**config.mk**
```make
export PLATFORM = sky130hd
export DESIGN_NAME = oen_ctrl
export DESIGN_NICKNAME = d
export VERILOG_FILES = /design/src/rtl/core/oen_pkg.sv /design/src/rtl/core/oen_ctrl.sv
export SDC_FILE = /design/constraint.sdc
export NUM_CORES = 1
export LEC_CHECK = 0
export BUFFER_PORTS_ARGS = -buffer_cell sky130_fd_sc_hd__buf_2
export CAP_MARGIN = 20
export CORE_AREA = 2 2 39 41
export CTS_CLUSTER_DIAMETER = 100
export DETAILED_ROUTE_END_ITERATION = 10
export DIE_AREA = 0 0 41 43
export GPL_TIMING_DRIVEN = 0
export PLACE_DENSITY = 0.66
export SLEW_MARGIN = 25
export SYNTH_ARGS = -nofsm -noshare
export SYNTH_HDL_FRONTEND = slang
export SYNTH_SLANG_ARGS = --single-unit
```
**constraint.sdc**
```tcl
create_clock -name clk -period 1.3 [get_ports clk]
set_clock_uncertainty 0.15 [all_clocks]
set_input_delay 0.26 -clock clk [delete_from_list [all_inputs] [get_ports clk]]
set_output_delay 0.26 -clock clk [all_outputs]
set_load 0.1 [all_outputs]
```
**src/rtl/core/oen_pkg.sv**
```systemverilog
`timescale 1ns / 1ps
package oen_pkg;

	localparam int MAX_WIDTH = 1024;
	localparam int COL_W     = $clog2(MAX_WIDTH);
	localparam int SLOT_W    = 2;
	localparam int RAM_AW    = SLOT_W + COL_W;
	localparam int RAM_DEPTH = 1 << RAM_AW;
	localparam int MAG_W     = 16;
	localparam int ANG_W     = 8;
	localparam int RAM_W     = MAG_W + ANG_W;
	localparam int CFG_IDX_W = 2;
	localparam int CFG_DAT_W = 12;

	localparam logic [CFG_IDX_W-1:0] REG_FRAME_WIDTH  = 2'd0;
	localparam logic [CFG_IDX_W-1:0] REG_FRAME_HEIGHT = 2'd1;
	localparam logic [CFG_IDX_W-1:0] REG_BORDER_WIDTH = 2'd2;
	localparam logic [CFG_IDX_W-1:0] REG_MARGIN_Q8    = 2'd3;

	localparam logic [63:0] PI_Q30 = 64'd3373259426;

	typedef logic [128:0][14:0] qsin_tab_t;

	typedef struct packed {
		logic store;
		logic mul;
		logic center;
		logic pos;
		logic tap_rd;
		logic tap_mul;
		logic tap_acc;
		logic cmp;
		logic att1;
		logic att2;
		logic div;
		logic emit;
	} oen_cmd_t;

	typedef struct packed {
		logic pend_zero;
		logic emit_ok;
		logic tap_last;
		logic side_pos;
		logic s_zero;
		logic div_last;
		logic out_free;
	} oen_stat_t;

	// Quarter-wave sine in Q1.14, from an eight-term Taylor series in Q30.
	function automatic qsin_tab_t build_qsin();
		qsin_tab_t          t;
		logic [63:0]        x;
		logic [63:0]        x2;
		logic [63:0]        term;
		logic [63:0]        v;
		logic [63:0]        q;
		logic signed [63:0] acc;
		for (int k = 0; k <= 128; k++) begin
			x    = (PI_Q30 * 64'(k)) >> 8;
			x2   = (x * x) >> 30;
			acc  = signed'(x);
			term = ((x * x2) >> 30) / 6;
			acc  = acc - signed'(term);
			term = ((term * x2) >> 30) / 20;
			acc  = acc + signed'(term);
			term = ((term * x2) >> 30) / 42;
			acc  = acc - signed'(term);
			term = ((term * x2) >> 30) / 72;
			acc  = acc + signed'(term);
			term = ((term * x2) >> 30) / 110;
			acc  = acc - signed'(term);
			term = ((term * x2) >> 30) / 156;
			acc  = acc + signed'(term);
			term = ((term * x2) >> 30) / 210;
			acc  = acc - signed'(term);
			v    = (acc < 0) ? 64'd0 : unsigned'(acc);
			q    = (v + 64'd32768) >> 16;
			if (q > 64'd16384) begin
				q = 64'd16384;
			end
			t[k] = q[14:0];
		end
		return t;
	endfunction

	localparam qsin_tab_t QSIN = build_qsin();

	function automatic logic signed [15:0] cos14(input logic [7:0] k);
		if (k <= 8'd128) begin
			return signed'({1'b0, QSIN[8'd128 - k]});
		end
		return -signed'({1'b0, QSIN[k - 8'd128]});
	endfunction

	function automatic logic signed [15:0] sin14(input logic [7:0] k);
		if (k <= 8'd128) begin
			return signed'({1'b0, QSIN[k]});
		end
		return signed'({1'b0, QSIN[8'd0 - k]});
	endfunction

endpackage

```
**src/rtl/core/oen_ctrl.sv**
```systemverilog
`timescale 1ns / 1ps
module oen_ctrl (
	input  logic               clk,
	input  logic               arst_n,
	input  logic               in_valid,
	output logic               in_ready,
	input  oen_pkg::oen_stat_t stat,
	output oen_pkg::oen_cmd_t  cmd
);
	import oen_pkg::*;

	typedef enum logic [3:0] {
		S_IDLE, S_CHECK, S_CHECK2, S_CENTER, S_POS, S_TRD, S_TMUL, S_TACC,
		S_CMP, S_ATT1, S_ATT2, S_DIV, S_EMIT
	} state_t;

	state_t state_q;

	assign in_ready = (state_q == S_IDLE);

	always_comb begin
		cmd         = '0;
		cmd.store   = in_valid && in_ready;
		cmd.mul     = (state_q == S_CHECK);
		cmd.center  = (state_q == S_CENTER);
		cmd.pos     = (state_q == S_POS);
		cmd.tap_rd  = (state_q == S_TRD);
		cmd.tap_mul = (state_q == S_TMUL);
		cmd.tap_acc = (state_q == S_TACC);
		cmd.cmp     = (state_q == S_CMP);
		cmd.att1    = (state_q == S_ATT1);
		cmd.att2    = (state_q == S_ATT2);
		cmd.div     = (state_q == S_DIV);
		cmd.emit    = (state_q == S_EMIT) && stat.out_free;
	end

	always_ff @(posedge clk or negedge arst_n) begin
		if (!arst_n) begin
			state_q <= S_IDLE;
		end else begin
			case (state_q)
				S_IDLE:   if (in_valid) state_q <= S_CHECK;
				S_CHECK:  state_q <= stat.pend_zero ? S_IDLE : S_CHECK2;
				S_CHECK2: state_q <= stat.emit_ok ? S_CENTER : S_IDLE;
				S_CENTER: state_q <= S_POS;
				S_POS:    state_q <= S_TRD;
				S_TRD:    state_q <= S_TMUL;
				S_TMUL:   state_q <= S_TACC;
				S_TACC:   state_q <= stat.tap_last ? S_CMP : S_TRD;
				S_CMP:    state_q <= stat.side_pos ? S_ATT1 : S_POS;
				S_ATT1:   state_q <= S_ATT2;
				S_ATT2:   state_q <= stat.s_zero ? S_EMIT : S_DIV;
				S_DIV:    if (stat.div_last) state_q <= S_EMIT;
				S_EMIT:   if (stat.out_free) state_q <= S_IDLE;
				default:  state_q <= S_IDLE;
			endcase
		end
	end
endmodule

```
==> results of run 1 <==
## critical path: stages, from the launching register on
cell and delay (ns):
dfrtp_1 0.40, or2_1 0.25, buf_6 0.15, buf_4 0.14, nor2_4 0.10, buf_12 0.18
## metal layers
layer  track usage  part of all wire  up-vias
met4        0.0867             0.011        0
met3        0.0785             0.042        2
met1         0.250              0.38      323
met5             0                 0        -
met2         0.422              0.57       26
li1              -                 -      291
## what timing repair did
action | 4_1_cts | 5_1_grt
endpoints found under the hold margin | 4 | 0
resized for setup | 73 | 18
endpoints found under the setup margin | 17 | 17
buffers inserted | 11 | 5
pin swaps | 10 | 7
hold buffers | 1 | 0
## worst paths after layout
kind / start / endpoint / slack, ns / depth (start not counted)
setup / recovery: state_q[1] / cmd[4] / -0.57 / 5
hold / removal: stat[1] / state_q[0] / 0.13 / 2
setup reg to reg: state_q[1] / state_q[3] / -0.33 / 7
hold reg to reg: state_q[0] / state_q[1] / 0.47 / 1
max in group asynchronous: arst_n / state_q[2] / 0.63 / 2
min in group asynchronous: arst_n / state_q[1] / 0.21 / 2
## power groups by stage
| stage | Sequential (mW) | Clock, mW | Combinational, mW |
|---|---|---|---|
| after floorplan | 0.225 | 0 | 1.57 |
| after global placement | 0.235 | 0 | 1.78 |
| after detailed placement | 0.235 | 0 | 1.80 |
| after CTS | 0.243 | 0.151 | 2.60 |
| after global routing | 0.259 | 0.181 | 3.01 |
| final | 0.257 | 0.169 | 2.90 |
## final cells by class
type	count	area share
buffer	4	0.0403
clock buffer	3	0.0202
inverter	3	0.0101
multi-input combinational	47	0.423
sequential	4	0.0929
tap	16	0.0179
timing repair buffer	38	0.395
## kinds of logic (layout without fill, tap and decap cells)
group           Yosys count  in the layout
compound gates           16             16
flops                     4              4
buf+inv                   9             48
simple gates             31             31
## per-stage QoR
step | instance area [µm²] | hold WS, ns | std cells | TNS [ns]
3_5_place_dp | 658 | -0.0815 | 98 | -7.14
4_1_cts | 1020 | 0.120 | 112 | -6.98
5_1_grt | 1120 | 0.134 | 115 | -8.17
3_3_place_gp | 658 | -0.0862 | 98 | -7.04
6_report | 1120 | 0.126 | 115 | -7.63
2_1_floorplan | 528 | -0.186 | 60 | -10.49
## placed cells by master (no fill, tap or decap), types with 2 or more instances in the layout
| master | n |
|---|---|
| buf_4 | 9 |
| nand2b_4 | 3 |
| buf_6 | 11 |
| dfrtp_2 | 3 |
| buf_12 | 12 |
| inv_1 | 3 |
| nor3_4 | 4 |
| clkbuf_4 | 3 |
| nor2_4 | 9 |
| nand2_1 | 4 |
| a211oi_2 | 2 |
| a21oi_1 | 3 |
| buf_2 | 9 |
| nand2b_1 | 5 |
==> qor.txt, run 1 <==
RSZ-0062 raised after global routing: yes
Ys async rst share: 1.00
Part of the power in combinational logic: 0.872
Pleak: 0.446 nW
Number of global-route vias before repair: 678
Tcrit/Tclk final: 1.44
Syn Nets: 70
Root buffer cell: clkbuf_4
Hold Violations, Final: 0
H-Tree Depth: 1
PD cells: 2980 mW/mm²
VDD IR-drop max: 1.65 mV
Chip height: 43 µm
Sw Ratio: 0.551
Sequential fraction of the synthesis area: 0.231
Arrival @ worst endpoint: 1.46 ns
Max-slew violations: 0
Number of flops mapped to enable cells by yosys: 0
Top cell type's share of synthesized area: 0.231
Outcome: finished with violations
Main combinational cell family by area after synthesis: simple AND/OR/NAND/NOR gates
CP Class: reg2out
Final WS setup: -0.573 ns
Hold Crit Class: in2reg
Synth Instances: 60
I/O Buffers: 22
Pwr Total: 3.32 mW
Final core occ: 0.807
Final net count: 111
#FFs+latches synth: 4
Final Critical Period: 1.87 ns
Layout cell share with drive strength beyond 1: 0.758
Initial antenna violation count: 0
First-pass DRT Iterations: 4
DIE WIDTH: 41 µm
Leading area contributor after synthesis: dfrtp_1
Failing checks: setup timing
Sequential Power Share: 0.077
DRC marker count from the first detailed-route iteration: 10
# clock sinks: 4
Synth unique cells: 23
Area grow syn2layout: 157%
Largest cells by area after synthesis: dfrtp_1 (23%), nand2b_1 (12%), nor2_1 (7.8%)
CTS tree: done
Worst-path maximum fanout: 6
Core area: 0.00138 mm²
# DRC: 0
Max Cap Viol: 0
Clk_lat worst skew: 0.24 ns
Inserted Clock Buffers: 3
Largest registers: state_q x4
Clock Pin Slew Worst Setup and Hold Paths: 0.06 ns
Int Pwr: 1.49 mW
Number of fill cells: 83
GP Congestion: 0.805
Clock network power share: 0.051
Worst-Margin Slew: 0.339 ns
Final setup vio count: 17
Tot GR Track Use: 0.242
Sequential cell area: 104 µm²
First-pass GRT wire length: 2870 µm
Inserted Diodes: 0
Startpoint types: flop
Fmax: 534 MHz
Bufs on Longest Clock Path: 2
Die ar.: 0.00176 mm²
Vias per cell: 5.58
Slew margin rel.: 0.770
Multi-input gate area: 473 µm²
Post-synthesis mux area share: 0
Avg Inst Size Synth: 7.24 µm²
Synth Flop Type: dfrtp_1
Hpwl dp: 959 µm
Post-synth top cells: nor2_1 (9), nand2b_1 (8), nand2_1 (5)
Xor-xnor portion of the synthesized cell area: 0
Post-Synth Adder-Cell Area: 0
Number of routed nets with antenna violations: 0
Count leader, synth: nor2_1
Drt wl/cell: 17.6 µm
Yosys Warn Count: 0
Site Rows: 14
Total vias in the final route: 642
Biggest register: state_q
Compound-Gate Fraction of Synth Area: 0.262
Critical Path End Type: output port
Largest net degree at the start of global routing: 11
Simple-gate share of the synthesized area: 0.383
Post-Route WL: 2020 µm
Global route total overflow: 0
Initial Util: 0.314
CP Data Required Time: 0.89 ns
Net switching power: 1.83 mW
Mapped cell area: 434 µm²
Max reg flops: 4
DP Worst Slack: -0.646 ns
I/O pin count: 23
Note: power is estimated with default switching activity, not from simulation.
==> inputs of run 2 (changes only) <==
--- a/config.mk
+++ b/config.mk
@@ -8,6 +8,7 @@
 export BUFFER_PORTS_ARGS = -buffer_cell sky130_fd_sc_hd__buf_2
 export CAP_MARGIN = 20
 export CORE_AREA = 2 2 39 41
+export CTS_BUF_LIST = sky130_fd_sc_hd__clkbuf_16
 export CTS_CLUSTER_DIAMETER = 100
 export DETAILED_ROUTE_END_ITERATION = 10
 export DIE_AREA = 0 0 41 43
==> qor.txt, run 2 (same netlist as run 1, synthesis figures left out) <==
Largest net degree at the start of global routing: 11
Drt wl/cell: 20.0 µm
Fmax: 536 MHz
# DRC: 0
Die ar.: 0.00176 mm²
Bufs on Longest Clock Path: 2
CP Class: reg2out
Pleak: 0.481 nW
Worst path cell trace: or2_1, buf_6, buf_4, nor2_4, buf_12
PD cells: 3050 mW/mm²
DRC marker count from the first detailed-route iteration: 19
Root buffer cell: clkbuf_16
Commonest cells after routing, fill and taps aside: buf_12 (12), buf_6 (10), buf_2 (9)
Chip height: 43 µm
CP Data Required Time: 0.89 ns
H-Tree Depth: 1
Biggest register: state_q
Hold Crit Class: in2reg
Worst Min Path Start: stat[1]
Final Critical Period: 1.86 ns
Max reg flops: 4
Inserted Clock Buffers: 3
Slowest stage delay, CP: 0.42 ns
Final setup vio count: 17
Vias per cell: 5.82
First-pass GRT wire length: 2970 µm
I/O pin count: 23
Critical Path End Type: output port
# clock sinks: 4
Number of routed nets with antenna violations: 0
Total vias in the final route: 658
Largest registers: state_q x4
Area grow syn2layout: 180%
Tcrit/Tclk final: 1.43
DP Worst Slack: -0.646 ns
Startpoint types: flop
Clk_lat worst skew: 0.22 ns
Critical Path Source: state_q[0]
First-pass DRT Iterations: 4
Hold Violations, Final: 0
Number of fill cells: 60
DIE WIDTH: 41 µm
Tot GR Track Use: 0.255
Global route total overflow: 0
Slew margin rel.: 0.743
Number of global-route vias before repair: 668
RSZ-0062 raised after global routing: yes
Hpwl dp: 959 µm
Worst-path cell with the longest stage delay: dfrtp_2
Pwr Total: 3.71 mW
Arrival @ worst endpoint: 1.45 ns
Core area: 0.00138 mm²
Max Cap Viol: 0
I/O Buffers: 22
Final WS setup: -0.564 ns
Initial antenna violation count: 0
Outcome: finished with violations
Worst-Margin Slew: 0.384 ns
WHS Path Cells: 2
Clock Pin Slew Worst Setup and Hold Paths: 0.03 ns
Initial Util: 0.314
Multi-input gate area: 529 µm²
Inserted Diodes: 0
CTS tree: done
Fin Hold WS: 0.144 ns
Sequential cell area: 104 µm²
Site Rows: 14
GP Congestion: 0.805
Reg2reg path depth: 7
Reg2reg start: state_q[0]
VDD IR-drop max: 2.15 mV
Failing checks: setup timing
Final net count: 109
Post-Route WL: 2260 µm
Commonest non-fill, non-tap cell in the layout: buf_12
Worst-path maximum fanout: 6
Max-slew violations: 0
Layout cell share with drive strength beyond 1: 0.763
run 2: worst paths after layout:
path | to | slack (ns)
max in group asynchronous | state_q[0] | 0.61
hold reg to reg | state_q[1] | 0.44
hold / removal | state_q[0] | 0.14
setup reg to reg | state_q[3] | -0.34
min in group asynchronous | state_q[3] | 0.27
setup / recovery | cmd[4] | -0.56
run 2: routing by layer:
metal / vias to the layer above / share of wire / GRT usage
li1: 285 / - / -
met1: 313 / 0.35 / 0.268
met3: 10 / 0.077 / 0.0733
met4: 0 / 0.034 / 0.140
met2: 50 / 0.54 / 0.425
met5: - / 0 / 0
run 2: through the flow:
step / setup TNS, ns / util / std cells / instance area (µm²)
2_1_floorplan: -10.49 / - / 60 / 528
3_3_place_gp: -7.04 / 0.476 / 98 / 658
3_5_place_dp: -7.14 / 0.476 / 98 / 658
4_1_cts: -6.86 / 0.777 / 111 / 1070
5_1_grt: -7.59 / 0.878 / 113 / 1210
6_report: -7.00 / 0.878 / 113 / 1210
run 2: critical path, delay by kind of cell (launching register included):
kind	cells	cell delay, ns
flops	1	0.42
buf+inv	3	0.48
simple gates	2	0.33
run 2: layout make-up:
type | instances | share of cell area
repair buffers | 36 | 0.351
well taps | 16 | 0.0165
clock buffers | 3 | 0.0618
multi-input cells | 47 | 0.436
plain buffers | 4 | 0.0402
flip-flops and latches | 4 | 0.0855
inverters | 3 | 0.00927
run 2: what timing repair did:
item,4_1_cts,5_1_grt
endpoints found under the setup margin,17,17
hold buffers,1,0
gates resized for setup,73,25
hold endpoints to repair,4,0
pin swaps,9,13
setup buffers,10,4
cloned,0,0
run 2: where the power goes:
part	switching, mW	leakage, nW	internal, mW	total [mW]
Clock	0.0831	0.0370	0.393	0.476
Combinational	1.79	0.398	1.19	2.97
Sequential	0.0671	0.0461	0.190	0.257
Total	1.94	0.481	1.77	3.71
